[src/hdl/epmc_pkg.sv]
// Types, constants and codes shared by the motor position controller.
`default_nettype none

package epmc_pkg;

  // Duty resolution of the drive outputs.
  localparam int PWM_BITS = 10;

  localparam int DIV_W     = 53;
  localparam int CNT_W     = 7;
  localparam int CFG_IDX_W = 3;
  localparam int CFG_DATA_W = 32;

  localparam logic [19:0] MICRO = 20'd1000000;
  // Each PID term saturates at this magnitude.
  localparam logic [47:0] TERM_LIM = 48'h8000_0000_0000;
  // Smallest gain times integral product whose quotient by one million exceeds the limit.
  localparam logic [95:0] I_SAT_BOUND = (96'(TERM_LIM) + 96'd1) * 96'(MICRO);
  localparam logic [16:0] DUTY_CAP = 17'((1 << PWM_BITS) - 1);
  localparam logic [7:0]  DUTY_SAT = 8'd255;

  // One million is 64 times this odd factor; the shift by six is taken first.
  localparam logic [13:0] MICRO_ODD = 14'd15625;
  // Floor of 2^64 / 15625, split into a low word and a high part.
  localparam logic [31:0] RECIP_LO  = 32'hE82D_7B63;
  localparam logic [18:0] RECIP_HI  = 19'h4_31BD;

  localparam logic [CNT_W-1:0] DERIV_DIV_LEN = 7'd53;

  typedef enum logic [1:0] {
    FUNC_EDGE   = 2'd0,
    FUNC_TICK   = 2'd1,
    FUNC_PRESET = 2'd2,
    FUNC_CLEAR  = 2'd3
  } func_e;

  typedef enum logic [CFG_IDX_W-1:0] {
    CFG_GAIN_P   = 3'd0,
    CFG_GAIN_I   = 3'd1,
    CFG_GAIN_D   = 3'd2,
    CFG_GOAL     = 3'd3,
    CFG_FLOOR    = 3'd4,
    CFG_CEILING  = 3'd5,
    CFG_SEP_EN   = 3'd6
  } cfg_idx_e;

  typedef struct packed {
    func_e              func;
    logic               b_level;
    logic [23:0]        elapsed_us;
    logic signed [31:0] preset_value;
  } in_word_t;

  typedef struct packed {
    logic [9:0]         in1_drive;
    logic [9:0]         in2_drive;
    logic [9:0]         enable_duty;
    logic               reached;
    logic signed [31:0] position_now;
  } out_word_t;

  typedef enum logic [3:0] {
    MUL_E_EL  = 4'd0,
    MUL_DE_US = 4'd1,
    MUL_GP_E  = 4'd2,
    MUL_GD_LO = 4'd3,
    MUL_GD_HI = 4'd4,
    MUL_GI_LO = 4'd5,
    MUL_GI_HI = 4'd6,
    MUL_NL_RL = 4'd7,
    MUL_NL_RH = 4'd8,
    MUL_NH_RL = 4'd9,
    MUL_NH_RH = 4'd10,
    MUL_Q_ODD = 4'd11
  } mul_sel_e;

  typedef enum logic [1:0] {
    ACC_HOLD  = 2'd0,
    ACC_LOAD  = 2'd1,
    ACC_ADD24 = 2'd2,
    ACC_ADD32 = 2'd3
  } acc_op_e;

  typedef enum logic [1:0] {
    RACC_HOLD  = 2'd0,
    RACC_LOAD  = 2'd1,
    RACC_ADD   = 2'd2,
    RACC_ADD32 = 2'd3
  } racc_op_e;

  typedef enum logic [4:0] {
    ST_IDLE, ST_START, ST_INC, ST_DLD, ST_PST, ST_DWAIT, ST_DLO,
    ST_DHI, ST_DSUM, ST_DFIN, ST_ISUM, ST_RLL, ST_RLH, ST_RHL, ST_RHH,
    ST_RADD, ST_RQ, ST_RFIX, ST_FIN
  } ctrl_state_e;

  typedef struct packed {
    logic     take;
    mul_sel_e mul_sel;
    logic     integ_upd;
    logic     div_start;
    logic     store_p;
    acc_op_e  acc_op;
    racc_op_e racc_op;
    logic     store_d;
    logic     store_i;
    logic     finish;
  } dp_cmd_t;

  typedef struct packed {
    logic div_busy;
    logic item_tick;
  } dp_stat_t;

endpackage

`default_nettype wire

[src/hdl/epmc_ctrl.sv]
// Controller: sequences a control tick and owns the handshakes.
`default_nettype none

module epmc_ctrl import epmc_pkg::*; (
  input  wire logic     clk_i,
  input  wire logic     rst_ni,
  input  wire logic     in_valid_i,
  output logic          in_ready_o,
  output logic          out_valid_o,
  input  wire logic     out_ready_i,
  input  wire dp_stat_t stat_i,
  output dp_cmd_t       cmd_o
);

  ctrl_state_e state_q, state_d;
  logic        out_valid_q, out_valid_d;
  logic        take;

  assign in_ready_o = (state_q == ST_IDLE) && (!out_valid_q || out_ready_i);
  assign take       = in_valid_i && in_ready_o;

  // Next state and datapath commands.
  always_comb begin
    state_d       = state_q;
    cmd_o         = '0;
    cmd_o.mul_sel = MUL_E_EL;
    cmd_o.acc_op  = ACC_HOLD;
    cmd_o.racc_op = RACC_HOLD;
    cmd_o.take    = take;
    unique case (state_q)
      ST_IDLE: begin
        if (take && stat_i.item_tick) begin
          state_d = ST_START;
        end
      end
      ST_START: begin
        cmd_o.mul_sel = MUL_E_EL;
        state_d       = ST_INC;
      end
      ST_INC: begin
        cmd_o.integ_upd = 1'b1;
        cmd_o.mul_sel   = MUL_DE_US;
        state_d         = ST_DLD;
      end
      ST_DLD: begin
        cmd_o.div_start = 1'b1;
        cmd_o.mul_sel   = MUL_GP_E;
        state_d         = ST_PST;
      end
      ST_PST: begin
        cmd_o.store_p = 1'b1;
        state_d       = ST_DWAIT;
      end
      ST_DWAIT: begin
        if (!stat_i.div_busy) begin
          state_d = ST_DLO;
        end
      end
      ST_DLO: begin
        cmd_o.mul_sel = MUL_GD_LO;
        state_d       = ST_DHI;
      end
      ST_DHI: begin
        cmd_o.acc_op  = ACC_LOAD;
        cmd_o.mul_sel = MUL_GD_HI;
        state_d       = ST_DSUM;
      end
      ST_DSUM: begin
        cmd_o.acc_op  = ACC_ADD24;
        cmd_o.mul_sel = MUL_GI_LO;
        state_d       = ST_DFIN;
      end
      ST_DFIN: begin
        cmd_o.store_d = 1'b1;
        cmd_o.acc_op  = ACC_LOAD;
        cmd_o.mul_sel = MUL_GI_HI;
        state_d       = ST_ISUM;
      end
      ST_ISUM: begin
        cmd_o.acc_op = ACC_ADD32;
        state_d      = ST_RLL;
      end
      // Integral quotient by one million through four reciprocal partial products.
      ST_RLL: begin
        cmd_o.mul_sel = MUL_NL_RL;
        state_d       = ST_RLH;
      end
      ST_RLH: begin
        cmd_o.racc_op = RACC_LOAD;
        cmd_o.mul_sel = MUL_NL_RH;
        state_d       = ST_RHL;
      end
      ST_RHL: begin
        cmd_o.racc_op = RACC_ADD;
        cmd_o.mul_sel = MUL_NH_RL;
        state_d       = ST_RHH;
      end
      ST_RHH: begin
        cmd_o.racc_op = RACC_ADD;
        cmd_o.mul_sel = MUL_NH_RH;
        state_d       = ST_RADD;
      end
      ST_RADD: begin
        cmd_o.racc_op = RACC_ADD32;
        state_d       = ST_RQ;
      end
      ST_RQ: begin
        cmd_o.mul_sel = MUL_Q_ODD;
        state_d       = ST_RFIX;
      end
      ST_RFIX: begin
        cmd_o.store_i = 1'b1;
        state_d       = ST_FIN;
      end
      ST_FIN: begin
        cmd_o.finish = 1'b1;
        state_d      = ST_IDLE;
      end
      default: state_d = ST_IDLE;
    endcase
  end

  // Output word valid: set when a result is loaded, cleared when taken.
  always_comb begin
    if (cmd_o.finish || (take && !stat_i.item_tick)) begin
      out_valid_d = 1'b1;
    end else if (out_ready_i) begin
      out_valid_d = 1'b0;
    end else begin
      out_valid_d = out_valid_q;
    end
  end

  always_ff @(posedge clk_i or negedge rst_ni) begin
    if (!rst_ni) begin
      state_q     <= ST_IDLE;
      out_valid_q <= 1'b0;
    end else begin
      state_q     <= state_d;
      out_valid_q <= out_valid_d;
    end
  end

  assign out_valid_o = out_valid_q;

endmodule

`default_nettype wire

[config.mk]
export PLATFORM = sky130hd
export DESIGN_NAME = epmc_ctrl
export DESIGN_NICKNAME = d
export VERILOG_FILES = /design/src/hdl/epmc_pkg.sv /design/src/hdl/epmc_ctrl.sv
export SDC_FILE = /design/constraint.sdc
export NUM_CORES = 1
export LEC_CHECK = 0
export ABC_CLOCK_PERIOD_IN_PS = 2080
export CORE_AREA = 2 2 39 41
export CTS_CLUSTER_SIZE = 8
export DETAILED_ROUTE_END_ITERATION = 8
export DIE_AREA = 0 0 41 43
export DONT_BUFFER_PORTS = 1
export PLACE_DENSITY = 0.63
export SKIP_LAST_GASP = 1
export SYNTH_ARGS = -nofsm -noshare
export SYNTH_HDL_FRONTEND = slang
export SYNTH_SLANG_ARGS = --single-unit
[constraint.sdc]
create_clock -name clk_i -period 2.08 [get_ports clk_i]
set_clock_uncertainty 0.05 [all_clocks]
set_input_delay 0.208 -clock clk_i [delete_from_list [all_inputs] [get_ports clk_i]]
set_output_delay 0.208 -clock clk_i [all_outputs]
set_load 0.05 [all_outputs]
* After elaboration in Yosys (flattened, before gate mapping) *
Index checks and enable logic that the tools add are counted.
W data, S select, Z words.

operators by class
  eq/ne operators = 20
  reduce and logical (&&, ||, !) cells = 13
  multiplexer cells = 14

operators with widths
  cell                  count
  $pmux W5 S18          1
  $pmux W4 S11          1
  $eq A5 B4 Y1 const B  8
  $eq A5 B3 Y1 const B  4
  $eq A5 B5 Y1 const B  3
  $pmux W2 S3           2
  $eq A5 B2 Y1 const B  2
  $mux W5               2
  $mux W1               8
  $eq A5 B1 Y1 const B  1
  $logic_not A5 Y1      1
  $logic_and A1 B1 Y1   4
  $reduce_or A2 Y1      2
  $logic_not A1 Y1      2
  $logic_or A1 B1 Y1    2
  $ne A2 B1 Y1 const B  1
  $ne A2 B2 Y1 const B  1
  $reduce_and A2 Y1     1
  $reduce_bool A2 Y1    1

word-level totals
  input port bits = 6
  register bits after elaboration = 6
  word-level logic and storage cells = 49
  output and inout port bits = 17

* Logic depth before layout (Yosys ltp) *
  depth in word-level cells = 7
  mapped depth = 4
  mapped depth without buffers = 3

* Least setup slack after synthesis *
Ideal clock, no wire load.

  path type = flip-flop to output port
  start point = register state_q[1]
  end point = output port cmd_o[10] in the netlist's numbering
  data arrival time = 2042 ps
  path slack = -220 ps
  required time = 1822 ps
  stages on the path, launching flop included = 5
  buffers on the path = 1
  cells stage by stage = dfrtp_1 buf_4 nor2_2 mux2i_1 o311ai_1

RTL lines
  what                    RTL line          source
  from (decl)             epmc_ctrl.sv:15   ctrl_state_e state_q, state_d;
  from (signal assigned)  epmc_ctrl.sv:139  state_q <= state_d;
  to (decl)               epmc_ctrl.sv:12   output dp_cmd_t cmd_o

==> flow_summary.yaml <==
outcome:
  status: "completed"
global_routing:
  grt_usage_pct: 16.46
  use_met1_pct: 22.30
  antenna_found_initial: 0
  grt_pass1_wl_mm: 2.014
  grt.busiest_layer: "met2"
  grt_max_degree: 15
  use_met2_pct: 24.06
  grt_use_met3_pct: 1.571
  grt_overflow: 0
  grt_pass1_vias: 489
routing:
  viasPerCell: 5.525
  num_vias: 558
  dr.pass1.iters: 4
  drc: 0
  drtIter0Drc: 10
  postRouteAntennaNets: 0
  wl_per_cell_microns: 13.70
  routed_wl_mm: 1.384
synth:
  synthTopCellsByArea: "dfrtp_1, nor2b_1, nand3_1"
  synthesis.area_sq_um: 563.0
  synth_edf_count: 0
  synthFlopType: "dfrtp_1"
  synth-xor-area-share_pct: 3.111
  netlist_instances: 73
  synth_top_family_by_area: "simple AND/OR/NAND/NOR gates"
  yosysTopAreaCell: "dfrtp_1"
  ys_warn_count: 0
  postSynthAreaPerCell_sq_um: 7.713
  yosys.area_share.adder_pct: 0
  yosysSeqAreaShare_pct: 26.67
  ys_ff_latch: 6
  yosysUniqueCellTypes: 31
  synth.mux.area_fraction_pct: 3.556
  syn_nets: 79
  async_flop_share_pct: 100.0
  yosys.area_share.simple_pct: 42.44
  synth_compound_area_share_pct: 15.33
  yosysTopAreaCellShare_pct: 26.67
critical_path:
  worst-path-buf-inv: 1
  crit_start: "state_q[4]$_DFFE_PN0P_"
  critical_path_arrival_ps: 1730
  crit_type: "reg2out"
  setup.reg_to_reg.worst_slack_ps: 510
  cp_max_fo: 11
  cpLargestDelayFamily: "simple AND/OR/NAND/NOR gates"
  crit_cells: 4
  critPathRequiredTime_ps: 1820
  critPathLaunchType: "flop"
  max_stage_delay_ps: 480
  cp-end-kind: "output pin"
  crit_end: "cmd_o[14]"
  reg2reg_from: "state_q[0]$_DFFE_PN0P_"
  path_cells: "or2_1, nor4_2, and3_1, buf_4"
  r2r_cells: 4
  cp_slowest_cell: "dfrtp_1"
  r2r_end: "out_valid_o$_DFFE_PN0P_"
placed_design:
  gp_congestion: 0.7796
  io_buffers: 0
  dp_cells: 97
  hpwl_microns: 999.9
timing:
  fmax_mhz: 502.3
  max_slew.worst_pin.slew_ps: 499.1
  layout_worst_path_cycle_share_pct: 95.71
  finalMaxSlewViolations: 0
  fin_crit_ps: 1991
  finalSetupViolCount: 0
  grt_setup_unrepaired: "yes"
  max_slew_margin_pct: 66.73
  hold_violations: 0
  setup_tns_ps: 0
final_layout:
  drive_above_1_share_pct: 29.41
  syn_to_final_growth_pct: 25.11
  nets: 93
  diodes: 0
  fill_cells: 136
  final_cells: 101
  fin_util_pct: 50.90
clock_network:
  insertion_delay_ps: 240
  cts.sinks: 6
  htreeDepth: 1
  cts_tree: "yes"
  root_buffer: "clkbuf_4"
  path_clk_slew_ps: 40
  clock_path_buffers: 2
  cts_buffers: 3
floorplanning:
  dieHeight_microns: 43
  dieWidth_microns: 41
  rows: 14
  design.core.area_sq_mm: 0.001384
  initial_core_util_pct: 40.69
  ioPinCount: 23
  die_area_sq_mm: 0.001763
worst_hold_path:
  hold_path.class: "in2reg"
job:
  cap_violations: 0
layout make-up:
type                            instances  area [sq um]  share of cell area (%)
Clock buffer                            3         22.52                   3.197
Sequential cell                         6         151.4                   21.49
Inverter                                2         7.507                   1.066
Tap cell                               16         20.02                   2.842
Timing Repair Buffer                   16         122.6                   17.41
Multi-Input combinational cell         58         380.4                   54.00
cell families (layout without fill, tap and decap cells):
kind of cell    after synthesis  after routing
mux                           2              2
flops                         6              6
buf+inv                       9             21
xor+xnor                      2              2
simple gates                 41             41
compound gates               13             13
stage by stage:
step / hold slack, ps / area [sq um] / setup WS, ps
3_3_place_gp: -137.4 / 670.6 / 379.2
6_report: 70.12 / 704.4 / 89.33
4_1_cts: 67.68 / 703.2 / 68.86
3_5_place_dp: -137.3 / 670.6 / 337.0
2_1_floorplan: -137.6 / 580.6 / 69.25
5_1_grt: 72.05 / 704.4 / -11.51
sequential cells by signal, summed over array words and instances (netlist names):
signal       cells
state_q          5
out_valid_o      1
layer usage:
metal  wire [microns]  up-vias  share of wire [%]
met4                0        0                  0
li1                 -      283                  -
met1              624      256                 45
met2              682       19                 49
met3               77        0                5.6
met5                0        -                  0
worst min path at each step:
stage	cells past startpoint	to	slack (ps)	start
after floorplan	0	out_valid_o$_DFFE_PN0P_	-140	rst_ni
after global placement	0	out_valid_o$_DFFE_PN0P_	-140	rst_ni
after detailed placement	0	state_q[2]$_DFFE_PN0P_	-140	rst_ni
after CTS	2	state_q[0]$_DFFE_PN0P_	70	in_valid_i
after global routing	2	state_q[0]$_DFFE_PN0P_	70	in_valid_i
final	2	state_q[0]$_DFFE_PN0P_	70	in_valid_i
Yosys cell counts (2+ instances only):
library cell,number
and3_1,4
a31oi_1,2
nand2_1,7
a21oi_1,4
o21ai_1,2
buf_4,3
dfrtp_1,6
nor2b_1,6
nand3_1,6
and2_1,2
nor2_1,2
mux2i_1,2
nor3b_1,2
nor3_1,2
nand2b_1,2
buf_2,4
or2_1,3
worst register-to-register path, delay by kind of cell (launching register included):
| kind | cells | cell delay [ps] |
|---|---|---|
| AOI/OAI and AO/OA | 1 | 280 |
| buffers and inverters | 1 | 180 |
| DFF | 1 | 620 |
| and+or+nand+nor | 2 | 310 |
timing repair:
item                                    in CTS  in global routing
gates resized for setup                      0                  1
endpoints found under the setup margin       0                  2
hold endpoints to repair                     6                  0
setup buffers                                0                  0
hold buffers                                 1                  0
layout by cell type, fill, tap and decap left out, drive strengths merged:
cell type,instances
nor3,2
buf,15
o311ai,1
a2bb2oi,1
xnor2,1
clkbuf,3
a21oi,4
a31oi,2
nor2b,6
and2,2
a311o,1
nor4,2
nor2,3
nand3b,1
nand3,6
and3,4
inv,2
xor2,1
dfrtp,6
mux2i,2
nand2,7
o21a,1
o2bb2ai,1
dlygate4sd3,1
nor3b,2
nand2b,2
o21ai,2
or2,3
nand4bb,1
Power is not shown: default switching activity piles up to over one toggle a cycle in this logic, so the estimate is an artifact.
